==> src/hw/rtl/clkcal_pkg.sv <==
// ============================================================================
// clkcal_pkg: shared types and helpers for the clock/calendar core
// Item kinds, cursor columns, field widths, reset values and small
// calendar helper functions.
// ============================================================================
package clkcal_pkg;

   // Field widths
   localparam int unsigned KIND_W    = 3;
   localparam int unsigned CURSOR_W  = 4;
   localparam int unsigned SEC_W     = 6;
   localparam int unsigned MIN_W     = 6;
   localparam int unsigned HOUR_W    = 5;
   localparam int unsigned DAY_W     = 5;
   localparam int unsigned MONTH_W   = 4;
   localparam int unsigned YEAR_W    = 7;
   localparam int unsigned TPS_W     = 16;
   localparam int unsigned CSR_IDX_W = 1;
   localparam int unsigned CSR_DAT_W = 16;
   localparam int unsigned REQ_DAT_W = 8;
   localparam int unsigned RSP_DAT_W = 40;

   // Reset values
   localparam logic [TPS_W-1:0]   TPS_RESET   = 16'd1000;
   localparam logic [DAY_W-1:0]   DAY_RESET   = 5'd1;
   localparam logic [MONTH_W-1:0] MONTH_RESET = 4'd1;

   // Item kinds
   typedef enum logic [KIND_W-1:0] {
      KIND_TICK      = 3'd0,
      KIND_DATE_UP   = 3'd1,
      KIND_DATE_DOWN = 3'd2,
      KIND_TIME_UP   = 3'd3,
      KIND_TIME_DOWN = 3'd4
   } kind_type;

   // Configuration register indexes
   typedef enum logic [CSR_IDX_W-1:0] {
      CSR_RUN_ENABLE = 1'd0,
      CSR_TICKS_PER_SEC = 1'd1
   } csr_index_type;

   // Cursor columns: tens/ones of the first, second and third digit pair
   localparam logic [CURSOR_W-1:0] COL_PAIR1_TENS = 4'd8;
   localparam logic [CURSOR_W-1:0] COL_PAIR1_ONES = 4'd9;
   localparam logic [CURSOR_W-1:0] COL_PAIR2_TENS = 4'd11;
   localparam logic [CURSOR_W-1:0] COL_PAIR2_ONES = 4'd12;
   localparam logic [CURSOR_W-1:0] COL_PAIR3_TENS = 4'd14;
   localparam logic [CURSOR_W-1:0] COL_PAIR3_ONES = 4'd15;

   // April, June, September, November
   function automatic logic is_short_month(input logic [MONTH_W-1:0] m);
      return (m == 4'd4) || (m == 4'd6) || (m == 4'd9) || (m == 4'd11);
   endfunction

   // True when the low decimal digit of v equals dgt (v below 130)
   function automatic logic ones_is(input logic [6:0] v, input logic [3:0] dgt);
      logic hit;
      hit = 1'b0;
      for (int k = 0; k < 13; k++) begin
         if ({1'b0, v} == (8'(k * 10) + {4'b0000, dgt})) hit = 1'b1;
      end
      return hit;
   endfunction

endpackage

==> src/hw/rtl/clock_calendar_with_digit_edit_core.sv <==
// ============================================================================
// clock_calendar_with_digit_edit_core: real-time clock and calendar
// Tick prescaler, second-to-year carry chain over a two-digit year, and
// per-digit up/down editing of date and time at a cursor column.
// ============================================================================
// The core takes one beat per clock cycle unless a held response stalls it:
// each accepted request beat updates the clock state and loads the response
// register in that same cycle, so the response is registered and a new
// request can follow every cycle; there is a single state/response register
// stage. req_tready stays high while the response register is empty or being
// drained, so a stalled response blocks new requests only while it is held.
// Every request beat (tick, edit or unknown kind) yields exactly one response
// beat with the clock and date after the beat. CSR writes (run enable,
// ticks per second) are meant to be made while the core is idle.
module clock_calendar_with_digit_edit_core (
   input  logic        clock,
   input  logic        reset,
   // request channel
   input  logic        req_tvalid,
   output logic        req_tready,
   input  logic [7:0]  req_tdata,   // [3:0] cursor_position, [7:4] zero
   input  logic [2:0]  req_tuser,   // [2:0] kind
   // response channel
   output logic        rsp_tvalid,
   input  logic        rsp_tready,
   output logic [39:0] rsp_tdata,   // [5:0] seconds_now, [11:6] minutes_now,
                                    // [16:12] hours_now, [21:17] day_now,
                                    // [25:22] month_now, [32:26] year_now,
                                    // [39:33] zero
   output logic [0:0]  rsp_tuser,   // [0] second_stepped
   // configuration write port
   input  logic        csr_we,
   input  logic [0:0]  csr_index,
   input  logic [15:0] csr_wdata
);

   // ---------------------------------------------------------------------
   // Declarations
   // ---------------------------------------------------------------------
   logic                                  run_enable_ff;
   logic [clkcal_pkg::TPS_W-1:0]          tps_ff;
   logic [clkcal_pkg::TPS_W-1:0]          prescale_ff, prescale_in;
   logic [clkcal_pkg::SEC_W-1:0]          sec_ff, sec_in;
   logic [clkcal_pkg::MIN_W-1:0]          min_ff, min_in;
   logic [clkcal_pkg::HOUR_W-1:0]         hour_ff, hour_in;
   logic [clkcal_pkg::DAY_W-1:0]          day_ff, day_in;
   logic [clkcal_pkg::MONTH_W-1:0]        month_ff, month_in;
   logic [clkcal_pkg::YEAR_W-1:0]         year_ff, year_in;
   logic                                  stepped_in;

   logic                                  rsp_valid_ff;
   logic [clkcal_pkg::RSP_DAT_W-1:0]      rsp_data_ff;
   logic                                  rsp_stepped_ff;

   logic                                  req_beat;
   clkcal_pkg::kind_type                  kind;
   logic [clkcal_pkg::CURSOR_W-1:0]       cursor;
   logic                                  leap;
   logic                                  leap_locked;

   // tick path
   logic [clkcal_pkg::TPS_W:0]            pre_next;
   logic [clkcal_pkg::TPS_W:0]            pre_limit;
   logic [6:0]                            s_t, m_t;
   logic [5:0]                            h_t, d_t;
   logic [4:0]                            mo_t;
   logic [7:0]                            y_t;

   assign req_beat = req_tvalid && req_tready;
   assign kind     = clkcal_pkg::kind_type'(req_tuser);
   assign cursor   = req_tdata[clkcal_pkg::CURSOR_W-1:0];
   assign leap     = (year_ff[1:0] == 2'b00);
   assign leap_locked = (month_ff == 4'd2) && (day_ff == 5'd29) && leap;

   // ---------------------------------------------------------------------
   // Configuration registers
   // ---------------------------------------------------------------------
   always_ff @(posedge clock) begin
      if (reset) begin
         run_enable_ff <= 1'b1;
         tps_ff        <= clkcal_pkg::TPS_RESET;
      end else if (csr_we) begin
         unique case (clkcal_pkg::csr_index_type'(csr_index))
            clkcal_pkg::CSR_RUN_ENABLE:    run_enable_ff <= csr_wdata[0];
            clkcal_pkg::CSR_TICKS_PER_SEC: tps_ff <= csr_wdata[clkcal_pkg::TPS_W-1:0];
            default: ;
         endcase
      end
   end

   // ---------------------------------------------------------------------
   // Tick path: prescaler and second-to-year carry chain
   // ---------------------------------------------------------------------
   always_comb begin
      pre_next  = {1'b0, prescale_ff} + 17'd1;
      pre_limit = (tps_ff == '0) ? 17'd1 : {1'b0, tps_ff};

      s_t  = {1'b0, sec_ff} + 7'd1;
      m_t  = {1'b0, min_ff};
      h_t  = {1'b0, hour_ff};
      d_t  = {1'b0, day_ff};
      mo_t = {1'b0, month_ff};
      y_t  = {1'b0, year_ff};
      if (s_t == 7'd60) begin
         s_t = '0;
         m_t = m_t + 7'd1;
      end
      if (m_t == 7'd60) begin
         m_t = '0;
         h_t = h_t + 6'd1;
      end
      if (h_t == 6'd24) begin
         h_t = '0;
         d_t = d_t + 6'd1;
      end
      if ((d_t == 6'd31 && clkcal_pkg::is_short_month(month_ff)) ||
          (d_t == 6'd29 && month_ff == 4'd2 && !leap) ||
          (d_t == 6'd30 && month_ff == 4'd2 && leap) ||
          (d_t == 6'd32)) begin
         d_t  = 6'd1;
         mo_t = mo_t + 5'd1;
      end
      if (mo_t == 5'd13) begin
         mo_t = 5'd1;
         y_t  = y_t + 8'd1;
      end
      if (y_t == 8'd100) y_t = '0;
   end

   // ---------------------------------------------------------------------
   // Next state for one request beat
   // ---------------------------------------------------------------------
   always_comb begin
      prescale_in = prescale_ff;
      sec_in      = sec_ff;
      min_in      = min_ff;
      hour_in     = hour_ff;
      day_in      = day_ff;
      month_in    = month_ff;
      year_in     = year_ff;
      stepped_in  = 1'b0;

      case (kind)
         clkcal_pkg::KIND_TICK: begin
            if (run_enable_ff) begin
               if (pre_next >= pre_limit) begin
                  prescale_in = '0;
                  sec_in      = s_t[clkcal_pkg::SEC_W-1:0];
                  min_in      = m_t[clkcal_pkg::MIN_W-1:0];
                  hour_in     = h_t[clkcal_pkg::HOUR_W-1:0];
                  day_in      = d_t[clkcal_pkg::DAY_W-1:0];
                  month_in    = mo_t[clkcal_pkg::MONTH_W-1:0];
                  year_in     = y_t[clkcal_pkg::YEAR_W-1:0];
                  stepped_in  = 1'b1;
               end else begin
                  prescale_in = pre_next[clkcal_pkg::TPS_W-1:0];
               end
            end
         end

         clkcal_pkg::KIND_DATE_UP: begin
            case (cursor)
               clkcal_pkg::COL_PAIR1_TENS: begin
                  if (day_ff == 5'd21 && clkcal_pkg::is_short_month(month_ff))
                     day_in = 5'd1;
                  else if (day_ff == 5'd20 && month_ff == 4'd2) day_in = 5'd10;
                  else if (day_ff == 5'd21 && month_ff == 4'd2) day_in = 5'd11;
                  else if (day_ff == 5'd19 && month_ff == 4'd2 && !leap) day_in = 5'd9;
                  else if (day_ff > 5'd30) day_in = day_ff - 5'd30;
                  else if (day_ff == 5'd30) day_in = 5'd10;
                  else if (day_ff >= 5'd22) day_in = day_ff - 5'd20;
                  else day_in = day_ff + 5'd10;
               end
               clkcal_pkg::COL_PAIR1_ONES: begin
                  if (day_ff == 5'd29 && month_ff == 4'd2 && leap) day_in = 5'd20;
                  else if (day_ff == 5'd28 && month_ff == 4'd2 && !leap) day_in = 5'd20;
                  else if (day_ff == 5'd30 && clkcal_pkg::is_short_month(month_ff)) ;
                  else if (day_ff == 5'd31) day_in = 5'd30;
                  else if (day_ff == 5'd9) day_in = 5'd1;
                  else if (clkcal_pkg::ones_is({2'b00, day_ff}, 4'd9))
                     day_in = day_ff - 5'd9;
                  else day_in = day_ff + 5'd1;
               end
               clkcal_pkg::COL_PAIR2_TENS: begin
                  // month tens toggle, guarded on January 31st
                  if (day_ff == 5'd31 && month_ff == 4'd1) ;
                  else if (month_ff <= 4'd2) month_in = month_ff + 4'd10;
                  else if (month_ff == 4'd10) month_in = 4'd1;
                  else if (month_ff > 4'd10) month_in = month_ff - 4'd10;
               end
               clkcal_pkg::COL_PAIR2_ONES: begin
                  if (day_ff == 5'd31 && month_ff != 4'd7) ;
                  else if (day_ff > 5'd28 && month_ff == 4'd1 && !leap) ;
                  else if (day_ff > 5'd29 && month_ff == 4'd1 && leap) ;
                  else if (month_ff == 4'd12) month_in = 4'd10;
                  else if (month_ff == 4'd9) month_in = 4'd1;
                  else month_in = month_ff + 4'd1;
               end
               clkcal_pkg::COL_PAIR3_TENS: begin
                  if (leap_locked) ;
                  else if (year_ff >= 7'd90) year_in = year_ff - 7'd90;
                  else year_in = year_ff + 7'd10;
               end
               clkcal_pkg::COL_PAIR3_ONES: begin
                  if (leap_locked) ;
                  else if (clkcal_pkg::ones_is(year_ff, 4'd9)) year_in = year_ff - 7'd9;
                  else year_in = year_ff + 7'd1;
               end
               default: ;
            endcase
         end

         clkcal_pkg::KIND_DATE_DOWN: begin
            case (cursor)
               clkcal_pkg::COL_PAIR1_TENS: begin
                  if (day_ff == 5'd1 &&
                      (month_ff == 4'd2 || clkcal_pkg::is_short_month(month_ff)))
                     day_in = 5'd21;
                  else if (day_ff == 5'd9 && month_ff == 4'd2 && !leap) day_in = 5'd19;
                  else if (day_ff <= 5'd1) day_in = day_ff + 5'd30;
                  else if (day_ff < 5'd10) day_in = day_ff + 5'd20;
                  else if (day_ff == 5'd10 && month_ff == 4'd2) day_in = 5'd20;
                  else if (day_ff == 5'd10) day_in = 5'd30;
                  else day_in = day_ff - 5'd10;
               end
               clkcal_pkg::COL_PAIR1_ONES: begin
                  if (day_ff == 5'd20 && month_ff == 4'd2 && !leap) day_in = 5'd28;
                  else if (day_ff == 5'd30 && clkcal_pkg::is_short_month(month_ff)) ;
                  else if (day_ff == 5'd30) day_in = 5'd31;
                  else if (day_ff == 5'd1) day_in = 5'd9;
                  else if (clkcal_pkg::ones_is({2'b00, day_ff}, 4'd0))
                     day_in = day_ff + 5'd9;
                  else day_in = day_ff - 5'd1;
               end
               clkcal_pkg::COL_PAIR2_TENS: begin
                  if (day_ff == 5'd31 && month_ff == 4'd1) ;
                  else if (month_ff <= 4'd2) month_in = month_ff + 4'd10;
                  else if (month_ff == 4'd10) month_in = 4'd1;
                  else if (month_ff > 4'd10) month_in = month_ff - 4'd10;
               end
               clkcal_pkg::COL_PAIR2_ONES: begin
                  if (day_ff == 5'd31 && month_ff != 4'd8) ;
                  else if (day_ff > 5'd28 && month_ff == 4'd3 && !leap) ;
                  else if (day_ff > 5'd29 && month_ff == 4'd3 && leap) ;
                  else if (month_ff == 4'd10) month_in = 4'd12;
                  else if (month_ff == 4'd1) month_in = 4'd9;
                  else month_in = month_ff - 4'd1;
               end
               clkcal_pkg::COL_PAIR3_TENS: begin
                  if (leap_locked) ;
                  else if (year_ff < 7'd10) year_in = year_ff + 7'd90;
                  else year_in = year_ff - 7'd10;
               end
               clkcal_pkg::COL_PAIR3_ONES: begin
                  if (leap_locked) ;
                  else if (clkcal_pkg::ones_is(year_ff, 4'd0)) year_in = year_ff + 7'd9;
                  else year_in = year_ff - 7'd1;
               end
               default: ;
            endcase
         end

         clkcal_pkg::KIND_TIME_UP: begin
            case (cursor)
               clkcal_pkg::COL_PAIR1_TENS: begin
                  if (hour_ff >= 5'd20) hour_in = hour_ff - 5'd20;
                  else if (hour_ff > 5'd13) hour_in = hour_ff - 5'd10;
                  else hour_in = hour_ff + 5'd10;
               end
               clkcal_pkg::COL_PAIR1_ONES: begin
                  if (hour_ff == 5'd23) hour_in = 5'd20;
                  else if (clkcal_pkg::ones_is({2'b00, hour_ff}, 4'd9))
                     hour_in = hour_ff - 5'd9;
                  else hour_in = hour_ff + 5'd1;
               end
               clkcal_pkg::COL_PAIR2_TENS: begin
                  if (min_ff >= 6'd50) min_in = min_ff - 6'd50;
                  else min_in = min_ff + 6'd10;
               end
               clkcal_pkg::COL_PAIR2_ONES: begin
                  if (clkcal_pkg::ones_is({1'b0, min_ff}, 4'd9)) min_in = min_ff - 6'd9;
                  else min_in = min_ff + 6'd1;
               end
               clkcal_pkg::COL_PAIR3_TENS: begin
                  if (sec_ff >= 6'd50) sec_in = sec_ff - 6'd50;
                  else sec_in = sec_ff + 6'd10;
               end
               clkcal_pkg::COL_PAIR3_ONES: begin
                  if (clkcal_pkg::ones_is({1'b0, sec_ff}, 4'd9)) sec_in = sec_ff - 6'd9;
                  else sec_in = sec_ff + 6'd1;
               end
               default: ;
            endcase
         end

         clkcal_pkg::KIND_TIME_DOWN: begin
            case (cursor)
               clkcal_pkg::COL_PAIR1_TENS: begin
                  if (hour_ff < 5'd10)
                     hour_in = hour_ff + ((hour_ff >= 5'd4) ? 5'd10 : 5'd20);
                  else hour_in = hour_ff - 5'd10;
               end
               clkcal_pkg::COL_PAIR1_ONES: begin
                  if (hour_ff == 5'd20) hour_in = 5'd23;
                  else if (clkcal_pkg::ones_is({2'b00, hour_ff}, 4'd0))
                     hour_in = hour_ff + 5'd9;
                  else hour_in = hour_ff - 5'd1;
               end
               clkcal_pkg::COL_PAIR2_TENS: begin
                  if (min_ff < 6'd10) min_in = min_ff + 6'd50;
                  else min_in = min_ff - 6'd10;
               end
               clkcal_pkg::COL_PAIR2_ONES: begin
                  if (clkcal_pkg::ones_is({1'b0, min_ff}, 4'd0)) min_in = min_ff + 6'd9;
                  else min_in = min_ff - 6'd1;
               end
               clkcal_pkg::COL_PAIR3_TENS: begin
                  if (sec_ff < 6'd10) sec_in = sec_ff + 6'd50;
                  else sec_in = sec_ff - 6'd10;
               end
               clkcal_pkg::COL_PAIR3_ONES: begin
                  if (clkcal_pkg::ones_is({1'b0, sec_ff}, 4'd0)) sec_in = sec_ff + 6'd9;
                  else sec_in = sec_ff - 6'd1;
               end
               default: ;
            endcase
         end

         default: ;
      endcase
   end

   // ---------------------------------------------------------------------
   // Clock state registers, updated on each request beat
   // ---------------------------------------------------------------------
   always_ff @(posedge clock) begin
      if (reset) begin
         prescale_ff <= '0;
         sec_ff      <= '0;
         min_ff      <= '0;
         hour_ff     <= '0;
         day_ff      <= clkcal_pkg::DAY_RESET;
         month_ff    <= clkcal_pkg::MONTH_RESET;
         year_ff     <= '0;
      end else if (req_beat) begin
         prescale_ff <= prescale_in;
         sec_ff      <= sec_in;
         min_ff      <= min_in;
         hour_ff     <= hour_in;
         day_ff      <= day_in;
         month_ff    <= month_in;
         year_ff     <= year_in;
      end
   end

   // ---------------------------------------------------------------------
   // Response register
   // ---------------------------------------------------------------------
   assign req_tready = !rsp_valid_ff || rsp_tready;

   always_ff @(posedge clock) begin
      if (reset) begin
         rsp_valid_ff <= 1'b0;
      end else if (req_beat) begin
         rsp_valid_ff <= 1'b1;
      end else if (rsp_tready) begin
         rsp_valid_ff <= 1'b0;
      end
   end

   always_ff @(posedge clock) begin
      if (req_beat) begin
         rsp_data_ff    <= {7'd0, year_in, month_in, day_in, hour_in, min_in, sec_in};
         rsp_stepped_ff <= stepped_in;
      end
   end

   assign rsp_tvalid = rsp_valid_ff;
   assign rsp_tdata  = rsp_data_ff;
   assign rsp_tuser  = rsp_stepped_ff;

   // ---------------------------------------------------------------------
   // Assertions
   // ---------------------------------------------------------------------
`ifndef ASSERT_OFF
   // clock state holds between request beats, CSR writes included
   a_state_hold: assert property (@(posedge clock) disable iff (reset)
      !req_beat |=> $stable({sec_ff, min_ff, hour_ff, day_ff, month_ff, year_ff}))
      else $error("clock state changed without a request beat");

   // only a tick can report a second step
   a_step_tick_only: assert property (@(posedge clock) disable iff (reset)
      (req_beat && kind != clkcal_pkg::KIND_TICK) |=> !rsp_tuser[0])
      else $error("second_stepped set for a non-tick beat");

   // a paused clock never steps
   a_paused: assert property (@(posedge clock) disable iff (reset)
      (req_beat && !run_enable_ff) |=> (!rsp_tuser[0] && $stable(prescale_ff)))
      else $error("paused clock advanced");

   // calendar fields stay in range
   a_range: assert property (@(posedge clock) disable iff (reset)
      (sec_ff < 6'd60) && (min_ff < 6'd60) && (hour_ff < 5'd24) &&
      (day_ff != 5'd0) && (month_ff != 4'd0) && (month_ff < 4'd13) &&
      (year_ff < 7'd100))
      else $error("clock field out of range");

   // a held response blocks new requests
   a_backpressure: assert property (@(posedge clock) disable iff (reset)
      (rsp_tvalid && !rsp_tready) |-> !req_tready)
      else $error("request taken while response stalled");
`endif

endmodule

==> config.mk <==
export PLATFORM = sky130hd
export DESIGN_NAME = clock_calendar_with_digit_edit_core
export DESIGN_NICKNAME = d
export VERILOG_FILES = /design/src/hw/rtl/clkcal_pkg.sv /design/src/hw/rtl/clock_calendar_with_digit_edit_core.sv
export SDC_FILE = /design/constraint.sdc
export NUM_CORES = 1
export LEC_CHECK = 0
export BUFFER_PORTS_ARGS = -buffer_cell sky130_fd_sc_hd__clkbuf_2
export CORE_MARGIN = 3
export CORE_UTILIZATION = 40
export CTS_CLUSTER_DIAMETER = 30
export DETAILED_ROUTE_END_ITERATION = 10
export GPL_TIMING_DRIVEN = 0
export PLACE_DENSITY_LB_ADDON = 0.2
export SKIP_CTS_REPAIR_TIMING = 1
export SYNTH_ARGS = -nofsm -noshare
export SYNTH_HDL_FRONTEND = slang
export SYNTH_SLANG_ARGS = --single-unit
==> constraint.sdc <==
create_clock -name clock -period 5.15 [get_ports clock]
set_clock_uncertainty 0.1 [all_clocks]
set_input_delay 0.2575 -clock clock [delete_from_list [all_inputs] [get_ports clock]]
set_output_delay 0.2575 -clock clock [all_outputs]
set_load 0.01 [all_outputs]
Word-level counts from Yosys, hierarchy flattened
Index checks and enable logic that the tools add are counted.
{ "totals": {"reg_bits": 101, "out_inout_bits": 43} }
{ "classes": {"n_addsub": 53, "magnitude_cmp": 19, "n_eq_ne": 95, "n_mux": 203, "bitwise": 1, "n_reduce_logical": 55} }
{ "op_table": {"columns": ["operator", "count"], "rows": [
  ["$mux 5", 39],
  ["$mux 1", 98],
  ["$mux 6", 16],
  ["$eq 7x7->1 const B", 12],
  ["$mux 7", 12],
  ["$eq 6x6->1 const B", 13],
  ["$eq 6x5->1 const B", 12],
  ["$mux 4", 17],
  ["$eq 5x5->1 const B", 12],
  ["$eq 7x6->1 const B", 8],
  ["$pmux 6 s2", 4],
  ["$eq 4x4->1 const B", 10],
  ["$pmux 5 s2", 4],
  ["$pmux 6 s3", 2],
  ["$logic_and 1x1->1", 32],
  ["$mux 16", 2],
  ["$pmux 5 s3", 2],
  ["$eq 7x5->1 const B", 4],
  ["$pmux 7 s2", 2],
  ["$eq 5x4->1 const B", 5],
  ["$add 6x4->6 const B", 4],
  ["$eq 6x4->1 const B", 4],
  ["$sub 6x4->6 const B", 4],
  ["$pmux 7 s3", 1],
  ["65 further kinds", 107]
]} }

Depth between registers and ports, before layout
Gate-level depths: netlist of run 1.
{ "logic_depth": {"ltp_word": 21, "depth_mapped": 19, "ltp_nobuf": 16} }

Worst setup path after synthesis of run 1
Ideal clock, no wire load.
{ "synth_timing": {"kind": "register to register", "from": "reg year_ff[2] (netlist name)", "to": "reg year_ff[6] (netlist name)", "setup_ps": 91, "t_arrival_ps": 4444, "required_time_ps": 4959, "setup_slack_ps": 515, "stages_incl_launch_ff": 20, "period_less_slack_ps": 4635, "path_cell_list": "dfxtp_1 -> clkbuf_1 -> clkbuf_1 -> buf_1 -> inv_1 -> ha_1 -> nand2b_1 -> o21ai_0 -> a32oi_1 -> and3_1 -> ha_1 -> a211oi_1 -> o21bai_1 -> a21o_1 -> and4_1 -> or4_1 -> a2111oi_0 -> nor3_1 -> nor2b_1 -> a311oi_1"} }
{ "synth_between": {"elab_chain_cells": 21} }
{ "synth_lines": {"columns": ["item", "line_no", "text"], "rows": [
  ["from (decl)", "clock_calendar_with_digit_edit_core.sv:48", "logic [clkcal_pkg::YEAR_W-1:0] year_ff, year_in;"],
  ["from (signal assigned)", "clock_calendar_with_digit_edit_core.sv:352", "year_ff <= year_in;"],
  ["$logic_not 7->1", "clkcal_pkg.sv:61", "if ({1'b0, v} == (8'(k * 10) + {4'b0000, dgt})) hit = 1'b1;"],
  ["$mux 1 (13 in a row)", "clkcal_pkg.sv:61", null],
  ["$mux 1", "clock_calendar_with_digit_edit_core.sv:255", "if (leap_locked) ;"],
  ["$mux 1", "clock_calendar_with_digit_edit_core.sv:214", "case (cursor)"],
  ["$mux 1", "clock_calendar_with_digit_edit_core.sv:143", "case (kind)"],
  ["$mux 7", "clock_calendar_with_digit_edit_core.sv:256", "else if (clkcal_pkg::ones_is(year_ff, 4'd0)) year_in = year_ff + 7'd9;"],
  ["$mux 7", "clock_calendar_with_digit_edit_core.sv:255", null],
  ["$pmux 7 s2", "clock_calendar_with_digit_edit_core.sv:214", null],
  ["$pmux 7 s3 (*)", "clock_calendar_with_digit_edit_core.sv:143", null]
]} }
Mark *: on every way between the ends. The rest lies on a longest branch, timed or not. The select of a mux whose other input is x is not followed.
A chain may end at the register's enable or synchronous reset.

Worst setup path in the final report of run 1
{ "layout_timing": {"from": "reg year_ff[1] (netlist name)", "to": "reg year_ff[6] (netlist name)"} }
The elaborated chain is that of the path after synthesis.

==> out/qor.csv, run 1 <==
stage,metric,value,unit
status,status,completed,
power,Combinational Power Share,31.6,%
synthesis,Synth Area in Compound Gates,31.4,%
global_routing,Tot GR Track Use,28.0,%
detailed_routing,metal3 WL,4.45,mm
worst_setup_path,"Buf+Inv Stages, Crit Path",1,
floorplanning,Die ar.,32400,um^2
final_layout,area added between synthesis and finish,10.9,%
detailed_routing,initial DRC count,1536,
cts,CTS tree,yes,
sta,FMAX,0.204,GHz
synthesis,syn_area_per_cell,7.39,um^2
final_layout,register area,2360,um^2
global_routing,vias in the first global route,12771,
power,Peak VDD IR,181,uV
worst_setup_path,kind of critical path,reg2reg,
final_layout,share of layout cells above drive strength 1,9.18,%
power,PnR Total Power,2450,uW
cts,CTS Buffer Depth,2,
power,Clock Power Share,31.6,%
placed_design,RD Place Congestion,1.03,
synthesis,Ys Warns,0,
cts,Clock Sink Count,101,
floorplanning,core area,29700,um^2
synthesis,share of synthesized registers carrying an async set or reset,0,%
detailed_routing,drt drc,0,
synthesis,Post-Synth Simple-Gate Area,22.5,%
synthesis,Post-Synth Adder-Cell Area,10.5,%
detailed_routing,final wirelength,47.8,mm
synthesis,mux cell area share after synthesis,4.34,%
synthesis,register bit total from synthesis,101,
final_layout,multi-input logic area,9090,um^2
synthesis,Synth area leaders,"dfxtp_1 11%, ha_1 9.6%, edfxtp_1 8.4%, a21oi_1 5.8%, nand2_1 5.2%",
power,sequential share of power,36.8,%
synthesis,Post-synth EDFFs,34,
global_routing,largest net degree at the start of global routing,30,
worst_setup_path,Worst Setup Start Kind,flip-flop,
detailed_routing,met1 wire length,20.4,mm
cts,clock-pin slew on the worst setup and hold paths,0.09,ns
global_routing,global-route wire length before repair,73.7,mm
synthesis,Yosys top cell area share,11.1,%
synthesis,post-synthesis cell type count,97,
synthesis,leading area contributor after synthesis,dfxtp_1,
cts,Root Driver,clkbuf_16,
floorplanning,Die Y,180,um
sta,crit path time final,4.89,ns
sta,Worst Max-Slew Pin Slew,1.14,ns
placed_design,DP Wirelength,35.7,mm
floorplanning,# IOs,76,
detailed_routing,TritonRoute pass-1 iters,6,
sta,final hold vios,0,
sta,# setup viols final,0,
sta,worst relative slew slack,24.1,%
synthesis,top_reg_cell synth,dfxtp_1,
power,net switching power,926,uW
sta,WHS,0.0171,ns
synthesis,synth cell count leaders,"168 x nand2_1, 141 x a21oi_1, 129 x nor2_1, 122 x o21ai_0, 102 x clkbuf_1",
synthesis,largest family of logic cells by synthesized area,compound AO/OA/AOI/OAI gates,
sta,period utilization,95.0,%
detailed_routing,drt wl/cell,22.5,um
global_routing,initial antenna violation count,0,
sta,max-slew violation count,0,
synthesis,most common cell in the netlist,nand2_1,
placed_design,Post-DP Area,13000,um^2
placed_design,dpl cells,2100,
power,Cell Pwr Density,182,nW/um^2
power,Lkg Pwr,0.00512,uW
sta,unrepaired setup endpoints after global routing,no,
floorplanning,Cell Rows,63,
power,P_int,1520,uW
worst_setup_path,CP peak stage delay,0.48,ns
detailed_routing,Top Layer Used,met4,
hold_path,Hold WC Path Type,in2reg,
power,Sw Ratio,37.8,%
final_layout,ant diodes,0,
synthesis,register area share after synthesis,19.5,%
global_routing,Congestion Overflow GR,0,
job,Max-Cap Viols,0,
worst_setup_path,"delay-heaviest family, CP",simple AND/OR/NAND/NOR gates,
synthesis,XOR/XNOR share of the synthesized area,5.26,%
worst_setup_path,CP max-delay cell,or4_1,
cts,H-tree depth,3,
synthesis,Syn Std Cell Area,12100,um^2
worst_setup_path,Critical Path Sink Type,flip-flop,
final_layout,fill cell count,3071,
detailed_routing,post-route ant nets,0,
worst_setup_path,worst path arrival time,5.04,ns
detailed_routing,via count,13676,
floorplanning,initial core utilization,40.8,%
cts,total CTS buffers,9,
final_layout,"Design Area, Final",13400,um^2
worst_setup_path,CP Max Fanout,14,
final_layout,final non-filler cell total,2122,
final_layout,NumNets Final,1858,
worst_setup_path,crit-path cells,inv_1 > ha_2 > or3b_1 > o21ai_0 > a32oi_1 > and3_4 > fa_1 > a211oi_2 > o21bai_1 > a21o_1 > and4_1 > or4_1 > a2111oi_4 > nor3_1 > nor2b_1 > a311oi_2,
detailed_routing,DR vias/cell,6.44,
worst_setup_path,WP data required,5.30,ns
placed_design,# port buffers,63,
synthesis,Mapped Cells,1640,
cts,Clock Latency Late Sink,0.37,ns
floorplanning,Die W,180,um
detailed_routing,routed wl met2,20.7,mm
==> sequential cells by signal (all words and copies together), names as in the netlist, 4 cells and up <==
signal	cells
sec_ff	6
rsp_tdata	33
prescale_ff	16
tps_ff	16
min_ff	6
month_ff	4
hour_ff	5
year_ff	7
day_ff	5
==> final timing paths <==
check,startpoint,to,slack (ns),depth (start not counted)
max,year_ff[1],year_ff[6],0.26,16
min reg2reg,tps_ff[0],tps_ff[0],0.37,2
max reg2reg,year_ff[1],year_ff[6],0.26,16
min,csr_wdata[13],tps_ff[13],0.02,3
==> layer usage <==
layer,up-vias,track usage [%]
met3,149,5.07
met5,-,0
met1,6471,38.4
met2,761,43.5
li1,6295,-
met4,0,11.7
==> logic make-up after synthesis <==
kind of cell               Yosys count
AOI/OAI and AO/OA                  575
xor gates and xnor gates            71
adders and majority gates           99
buffers and inverters              195
DFF                                101
muxes                               50
other                                1
and+or+nand+nor                    548
==> cell usage in the layout, fill, tap and decap left out, types with 12 or more instances in the layout <==
cell	synthesis	routed
a211oi_1	34	33
a21o_1	25	25
a21oi_1	141	140
a311oi_1	13	12
a31oi_1	30	30
and3_1	17	16
buf_4	8	15
clkbuf_1	102	95
clkbuf_2	0	66
dfxtp_1	67	66
edfxtp_1	34	34
ha_1	93	92
inv_1	65	63
mux2i_1	39	39
nand2_1	168	168
nand2b_1	23	23
nand3_1	41	41
nand3b_1	16	16
nand4_1	17	17
nor2_1	129	128
nor2b_1	14	14
nor3_1	38	36
o211ai_1	19	19
o21a_1	16	16
o21ai_0	122	119
o22ai_1	20	20
o31ai_1	15	15
xnor2_1	52	52
xor2_1	18	18
==> power by group through the flow <==
| stage | clock, uW | sequential (uW) | combinational (uW) |
|---|---|---|---|
| 3_3_place_gp | 0 | 920 | 735 |
| 5_1_grt | 804 | 906 | 840 |
| 4_1_cts | 786 | 901 | 747 |
| 6_report | 773 | 902 | 775 |
| 2_1_floorplan | 0 | 918 | 499 |
| 3_5_place_dp | 0 | 920 | 743 |
==> stage by stage <==
stage               setup slack (ns)  TNS (ns)  utilization (%)
floorplan                      0.515         0                -
global placement              -0.819    -17.94             43.6
detailed placement            -0.791    -15.23             43.6
CTS                           -0.839    -18.31             44.7
global route                  0.0396         0             45.2
finish                         0.260         0             45.2
==> cell type report <==
class,count,share of cell area (%)
buffer,124,3.92
clock buffer,9,1.68
clock inverter,7,0.587
inverter,70,2.01
multi-input combinational,1350,67.7
sequential,101,17.6
tap,390,3.63
timing repair buffer,71,2.89
==> worst reg2reg max path: stages, from the launching register on <==
cell and delay [ns]:
dfxtp_2 0.43, inv_1 0.35, ha_2 0.38, or3b_1 0.36
o21ai_0 0.09, a32oi_1 0.12, and3_4 0.25, fa_1 0.42
a211oi_2 0.28, o21bai_1 0.09, a21o_1 0.19, and4_1 0.23
or4_1 0.48, a2111oi_4 0.34, nor3_1 0.11, nor2b_1 0.16
a311oi_2 0.40
Power figures use the tool's default switching activity.
==> run 2: changes to the inputs <==
Settings changed: GPL_TIMING_DRIVEN 0 to default, PLACE_DENSITY from default to 0.6, PLACE_DENSITY_LB_ADDON 0.2 to default.
==> run 2 against run 1 <==
Sequential share of layout area rose by 0.40 points. Wire length fell by 11%. Worst setup slack better by 0.23 ns. Largest cell class unchanged. Utilization shrank 1.0 points. Non-clock buffer count is 78 lower. Power is 5.6% lower. Via count decreased by 5.2%. Clock-buffer cell count is 1 higher. Die area did not move. Register-to-register slack better by 0.23 ns.
==> out/qor.csv, run 2 (synthesized netlist as in run 1, its figures left out) <==
stage,metric,value,unit,change
sta,# setup viols final,0,,unchanged
final_layout,share of layout cells above drive strength 1,10.2,%,was 9.18%
final_layout,ant diodes,0,,unchanged
worst_setup_path,crit path to,min_ff[0],,was year_ff[6]
sta,period utilization,90.5,%,was 95.0%
worst_setup_path,flop2flop setup slack,0.49,ns,was 0.26 ns
floorplanning,Die W,180,um,unchanged
worst_setup_path,"delay-heaviest family, CP",compound AO/OA/AOI/OAI gates,,was simple AND/OR/NAND/NOR gates
hold_path,Hold WC Path Type,in2reg,,unchanged
detailed_routing,drt wl/cell,20.7,um,was 22.5 um
placed_design,RD Place Congestion,0.942,,was 1.03
cts,clock-pin slew on the worst setup and hold paths,0.08,ns,was 0.09 ns
cts,H-tree depth,3,,unchanged
final_layout,NumNets Final,1780,,was 1858
worst_setup_path,worst path arrival time,4.78,ns,was 5.04 ns
worst_setup_path,R2R cell count,16,,unchanged
floorplanning,Die Y,180,um,unchanged
global_routing,Congestion Overflow GR,0,,unchanged
worst_setup_path,worst flop-to-flop path startpoint,prescale_ff[0],,was year_ff[1]
final_layout,max FFs per register,33,,unchanged
sta,unrepaired setup endpoints after global routing,no,,unchanged
power,Sw Ratio,36.6,%,was 37.8%
global_routing,initial antenna violation count,0,,unchanged
worst_setup_path,kind of critical path,reg2reg,,unchanged
detailed_routing,post-route ant nets,0,,unchanged
global_routing,global-route wire length before repair,67.3,mm,was 73.7 mm
detailed_routing,TritonRoute pass-1 iters,6,,unchanged
floorplanning,Cell Rows,63,,unchanged
worst_setup_path,"Buf+Inv Stages, Crit Path",1,,unchanged
detailed_routing,initial DRC count,1379,,was 1536
sta,final hold vios,0,,unchanged
detailed_routing,final wirelength,42.3,mm,was 47.8 mm
final_layout,"commonest non-fill, non-tap cells in the layout","168 x nand2_1, 140 x a21oi_1, 129 x nor2_1",,"was 168 x nand2_1, 140 x a21oi_1, 128 x nor2_1"
power,Lkg Pwr,0.00510,uW,was 0.00512 uW
final_layout,"most common cell after layout, fill and taps aside",nand2_1,,unchanged
detailed_routing,drt drc,0,,unchanged
worst_setup_path,critical path launch point,prescale_ff[0],,was year_ff[1]
sta,crit path time final,4.66,ns,was 4.89 ns
final_layout,fill cell count,3035,,was 3071
power,Combinational Power Share,31.0,%,was 31.6%
power,Cell Pwr Density,176,nW/um^2,was 182 nW/um^2
worst_setup_path,CP max-delay cell,a2111oi_1,,was or4_1
detailed_routing,DR vias/cell,6.35,,was 6.44
sta,worst relative slew slack,22.9,%,was 24.1%
cts,CTS tree,yes,,unchanged
power,P_int,1470,uW,was 1520 uW
power,Clock Power Share,29.5,%,was 31.6%
detailed_routing,via count,12971,,was 13676
sta,FMAX,0.215,GHz,was 0.204 GHz
global_routing,largest net degree at the start of global routing,67,,was 30
placed_design,# port buffers,64,,was 63
floorplanning,initial core utilization,40.8,%,unchanged
sta,Worst Max-Slew Pin Slew,1.16,ns,was 1.14 ns
cts,Clock Sink Count,101,,unchanged
worst_setup_path,critical path depth,16,,unchanged
global_routing,vias in the first global route,12273,,was 12771
cts,Root Driver,clkbuf_16,,unchanged
floorplanning,# IOs,76,,unchanged
sta,Setup TNS,0,ns,unchanged
worst_setup_path,crit-path cells,ha_1 > nand3_1 > nor3_1 > nand2_1 > xnor2_1 > ha_1 > a211oi_1 > o21ai_0 > a2111oi_0 > a21oi_1 > o21ai_2 > buf_4 > nor2_1 > a2111oi_1 > xnor2_1 > nor2_1,,was inv_1 > ha_2 > or3b_1 > o21ai_0 > a32oi_1 > and3_4 > fa_1 > a211oi_2 > o21bai_1 > a21o_1 > and4_1 > or4_1 > a2111oi_4 > nor3_1 > nor2b_1 > a311oi_2
floorplanning,Die ar.,32400,um^2,unchanged
global_routing,Tot GR Track Use,25.1,%,was 28.0%
placed_design,dpl cells,2028,,was 2100
final_layout,register area,2360,um^2,about the same
worst_setup_path,R2R Path End,min_ff[0],,was year_ff[6]
cts,Clock Latency Late Sink,0.37,ns,about the same
cts,total CTS buffers,9,,unchanged
worst_setup_path,CP Max Fanout,21,,was 14
final_layout,final non-filler cell total,2044,,was 2122
placed_design,DP Wirelength,30.3,mm,was 35.7 mm
worst_setup_path,CP peak stage delay,0.55,ns,was 0.48 ns
final_layout,multi-input logic area,9020,um^2,was 9090 um^2
power,Peak VDD IR,121,uV,was 181 uV
job,Max-Cap Viols,0,,unchanged
worst_setup_path,Critical Path Sink Type,flip-flop,,unchanged
worst_setup_path,WP data required,5.27,ns,was 5.30 ns
power,net switching power,847,uW,was 926 uW
floorplanning,core area,29700,um^2,unchanged
status,status,completed,,unchanged
sta,max-slew violation count,0,,unchanged
cts,CTS Buffer Depth,2,,unchanged
final_layout,area added between synthesis and finish,8.33,%,was 10.9%
power,sequential share of power,39.5,%,was 36.8%
worst_setup_path,Worst Setup Start Kind,flip-flop,,unchanged
==> run 2: cell count changes in the layout (fill, tap and decap cells not counted), moves of 3 or more <==
cell | previous run | this run
buf_1 | 9 | 0
buf_2 | 4 | 0
clkbuf_1 | 95 | 1
buf_4 | 15 | 53
o21ai_2 | 4 | 1
clkbuf_4 | 4 | 0
clkinv_4 | 0 | 3
==> run 2: through the flow <==
step	hold slack (ns)	util [%]	total power [uW]	setup slack, ns	area, um^2
2_1_floorplan	0.275	-	1420	0.515	12100
3_3_place_gp	0.346	43.2	1630	0.355	12800
3_5_place_dp	0.359	43.2	1630	0.302	12800
4_1_cts	0.0122	44.1	2320	0.251	13100
5_1_grt	0.0147	44.2	2440	0.0561	13100
6_report	0.0207	44.2	2310	0.491	13100
==> run 2: final cells by class <==
cell class / count / share of cell area [%]
Inverter: 70 / 2.00
Clock buffer: 10 / 1.74
Clock inverter: 6 / 0.362
Sequential cell: 101 / 18.0
Multi-Input combinational cell: 1350 / 68.7
Tap cell: 390 / 3.72
Timing Repair Buffer: 117 / 5.47
==> run 2: tightest hold or removal path: cells and delay by family <==
kind | cells | cell delay (ns)
compound gates | 1 | 0.07
buf+inv | 1 | 0.07
simple gates | 1 | 0.04
==> run 2: worst min-delay path by stage <==
stage	startpoint	end	slack (ns)	depth (start not counted)
after global placement	tps_ff[0]	tps_ff[0]	0.35	2
after detailed placement	tps_ff[0]	tps_ff[0]	0.36	2
after floorplan	csr_wdata[0]	run_enable_ff	0.28	1
after CTS	csr_wdata[12]	tps_ff[12]	0.01	3
final	csr_wdata[9]	tps_ff[9]	0.02	3
after global routing	csr_wdata[14]	tps_ff[14]	0.01	3
==> run 2: power groups by stage <==
stage,clock (uW),sequential (uW),combinational [uW]
after global placement,0,930,695
after detailed placement,0,931,699
after floorplan,0,918,499
final,683,914,717
after global routing,732,920,786
after CTS,703,913,705
==> run 2: routing by layer <==
layer  global-route usage [%]  routed length [um]  up-vias
met2                     38.9               18700      628
met4                     9.76                1480        0
met1                     35.4               18700     6120
met5                        0                   0        -
met3                     3.49                3450      108
li1                         -                   -     6115
==> run 3: changes to the inputs <==
Settings changed: PLACE_DENSITY 0.6 to 0.56.
==> run 3 against run 2 <==
Die area unchanged. First-iteration DRC count decreased by 2.2%. Global-route usage increased by 0.10 points. Maximum frequency about the same. Sequential share of layout area decreased by 0.086 points. Sequential cell count unchanged. Critical path type unchanged. Highest routed layer unchanged.
==> out/qor.csv, run 3 (synthesized netlist as in run 1, its figures left out) <==
stage,metric,value,unit,change
worst_setup_path,"Buf+Inv Stages, Crit Path",1,,unchanged
power,Clock Power Share,29.9,%,was 29.5%
global_routing,vias in the first global route,12083,,was 12273
power,P_int,1480,uW,was 1470 uW
hold_path,WHS Path Cells,3,,unchanged
detailed_routing,final wirelength,42.7,mm,was 42.3 mm
floorplanning,Die ar.,32400,um^2,unchanged
cts,CTS tree,yes,,unchanged
placed_design,# port buffers,64,,unchanged
sta,Worst Max-Slew Pin Slew,1.15,ns,was 1.16 ns
global_routing,largest net degree at the start of global routing,51,,was 67
power,sequential share of power,38.5,%,was 39.5%
sta,crit path time final,4.66,ns,about the same
global_routing,Tot GR Track Use,25.2,%,was 25.1%
worst_setup_path,kind of critical path,reg2reg,,unchanged
final_layout,"commonest non-fill, non-tap cells in the layout","168 x nand2_1, 141 x a21oi_1, 129 x nor2_1",,"was 168 x nand2_1, 140 x a21oi_1, 129 x nor2_1"
floorplanning,# IOs,76,,unchanged
floorplanning,Die W,180,um,unchanged
final_layout,ant diodes,0,,unchanged
final_layout,"most common cell after layout, fill and taps aside",nand2_1,,unchanged
floorplanning,Cell Rows,63,,unchanged
floorplanning,initial core utilization,40.8,%,unchanged
cts,Root Driver,clkbuf_16,,unchanged
sta,max-slew violation count,0,,unchanged
detailed_routing,via count,12918,,was 12971
worst_setup_path,worst path arrival time,4.67,ns,was 4.78 ns
power,Sw Ratio,36.6,%,about the same
detailed_routing,drt wl/cell,20.8,um,was 20.7 um
hold_path,Hold WC Path Type,in2reg,,unchanged
worst_setup_path,"delay-heaviest family, CP",simple AND/OR/NAND/NOR gates,,was compound AO/OA/AOI/OAI gates
final_layout,area added between synthesis and finish,8.91,%,was 8.33%
placed_design,RD Place Congestion,0.955,,was 0.942
power,Lkg Pwr,0.00515,uW,was 0.00510 uW
sta,# setup viols final,0,,unchanged
sta,period utilization,90.5,%,about the same
sta,worst setup margin,0.488,ns,was 0.491 ns
final_layout,max FFs per register,33,,unchanged
final_layout,share of layout cells above drive strength 1,10.8,%,was 10.2%
floorplanning,core area,29700,um^2,unchanged
detailed_routing,post-route ant nets,0,,unchanged
detailed_routing,TritonRoute pass-1 iters,8,,was 6
power,net switching power,855,uW,was 847 uW
worst_setup_path,CP Max Fanout,5,,was 21
worst_setup_path,critical path depth,15,,was 16
sta,WHS,0.0105,ns,was 0.0207 ns
sta,FMAX,0.215,GHz,about the same
cts,CTS Buffer Depth,2,,unchanged
worst_setup_path,crit-path cells,and3_1 > and3_1 > nand3_1 > nor2_1 > nand3_1 > xnor2_1 > ha_1 > nand4_1 > nor4_1 > a211oi_1 > a21oi_1 > o21ai_0 > buf_4 > a221oi_1 > nand2_1,,was ha_1 > nand3_1 > nor3_1 > nand2_1 > xnor2_1 > ha_1 > a211oi_1 > o21ai_0 > a2111oi_0 > a21oi_1 > o21ai_2 > buf_4 > nor2_1 > a2111oi_1 > xnor2_1 > nor2_1
status,status,completed,,unchanged
cts,Clock Latency Late Sink,0.37,ns,about the same
placed_design,Post-Place Setup Slack,0.516,ns,was 0.302 ns
global_routing,initial antenna violation count,0,,unchanged
cts,H-tree depth,3,,unchanged
worst_setup_path,CP max-delay cell,a21oi_1,,was a2111oi_1
power,Peak VDD IR,119,uV,was 121 uV
detailed_routing,initial DRC count,1348,,was 1379
power,Combinational Power Share,31.6,%,was 31.0%
worst_setup_path,WP data required,5.16,ns,was 5.27 ns
placed_design,DP Wirelength,30.8,mm,was 30.3 mm
cts,total CTS buffers,9,,unchanged
job,Max-Cap Viols,0,,unchanged
worst_setup_path,Worst Setup Start Kind,flip-flop,,unchanged
power,Cell Pwr Density,177,nW/um^2,was 176 nW/um^2
cts,clock-pin slew on the worst setup and hold paths,0.08,ns,about the same
detailed_routing,DR vias/cell,6.29,,was 6.35
global_routing,global-route wire length before repair,67.2,mm,was 67.3 mm
worst_setup_path,CP peak stage delay,0.60,ns,was 0.55 ns
sta,worst relative slew slack,23.1,%,was 22.9%
sta,final hold vios,0,,unchanged
detailed_routing,drt drc,0,,unchanged
final_layout,fill cell count,3070,,was 3035
cts,Clock Sink Count,101,,unchanged
worst_setup_path,R2R cell count,15,,was 16
worst_setup_path,Critical Path Sink Type,flip-flop,,unchanged
floorplanning,Die Y,180,um,unchanged
global_routing,Congestion Overflow GR,0,,unchanged
final_layout,NumNets Final,1789,,was 1780
==> run 3: layer usage <==
| layer | wire length (um) | vias to the layer above | global-route usage [%] |
|---|---|---|---|
| met3 | 3050 | 88 | 3.29 |
| met2 | 19000 | 555 | 39.7 |
| li1 | - | 6137 | - |
| met4 | 1240 | 0 | 8.23 |
| met5 | 0 | - | 0 |
| met1 | 19400 | 6138 | 35.8 |
==> run 3: tightest hold or removal path, cell delays in order <==
cell and delay (ns):
clkbuf_2 0.08, nand2_1 0.04, a21oi_1 0.05
==> run 3: power groups by stage <==
stage          clock network, uW  logic [uW]  registers, uW
2_1_floorplan                  0         499            918
3_3_place_gp                   0         713            918
3_5_place_dp                   0         720            918
4_1_cts                      716         724            900
5_1_grt                      737         807            906
6_report                     699         737            900
==> run 3: layout make-up <==
| class | count | area, um^2 | area share [%] |
|---|---|---|---|
| sequential | 101 | 2360 | 17.9 |
| clock buffer | 11 | 236 | 1.79 |
| multi-input combinational | 1350 | 9020 | 68.3 |
| inverter | 70 | 263 | 1.99 |
| tap | 390 | 488 | 3.70 |
| timing repair buffer | 126 | 786 | 5.95 |
| clock inverter | 5 | 43.8 | 0.332 |
==> run 3: path summary, 6_finish.rpt <==
kind,from,to,slack (ns)
setup / recovery,prescale_ff[0],rsp_tdata[25],0.49
hold / removal,csr_wdata[1],tps_ff[1],0.01
setup reg to reg,prescale_ff[0],rsp_tdata[25],0.49
hold reg to reg,tps_ff[0],tps_ff[0],0.38
==> run 3: through the flow <==
stage / instances / cell area [um^2] / TNS, ns / power [uW] / util, %
CTS: 2053 / 13200 / 0 / 2340 / 44.4
floorplan: 1646 / 12100 / 0 / 1420 / -
global placement: 2037 / 12900 / 0 / 1630 / 43.5
global route: 2053 / 13200 / -0.0944 / 2450 / 44.4
detailed placement: 2037 / 12900 / 0 / 1640 / 43.5
finish: 2053 / 13200 / 0 / 2330 / 44.4
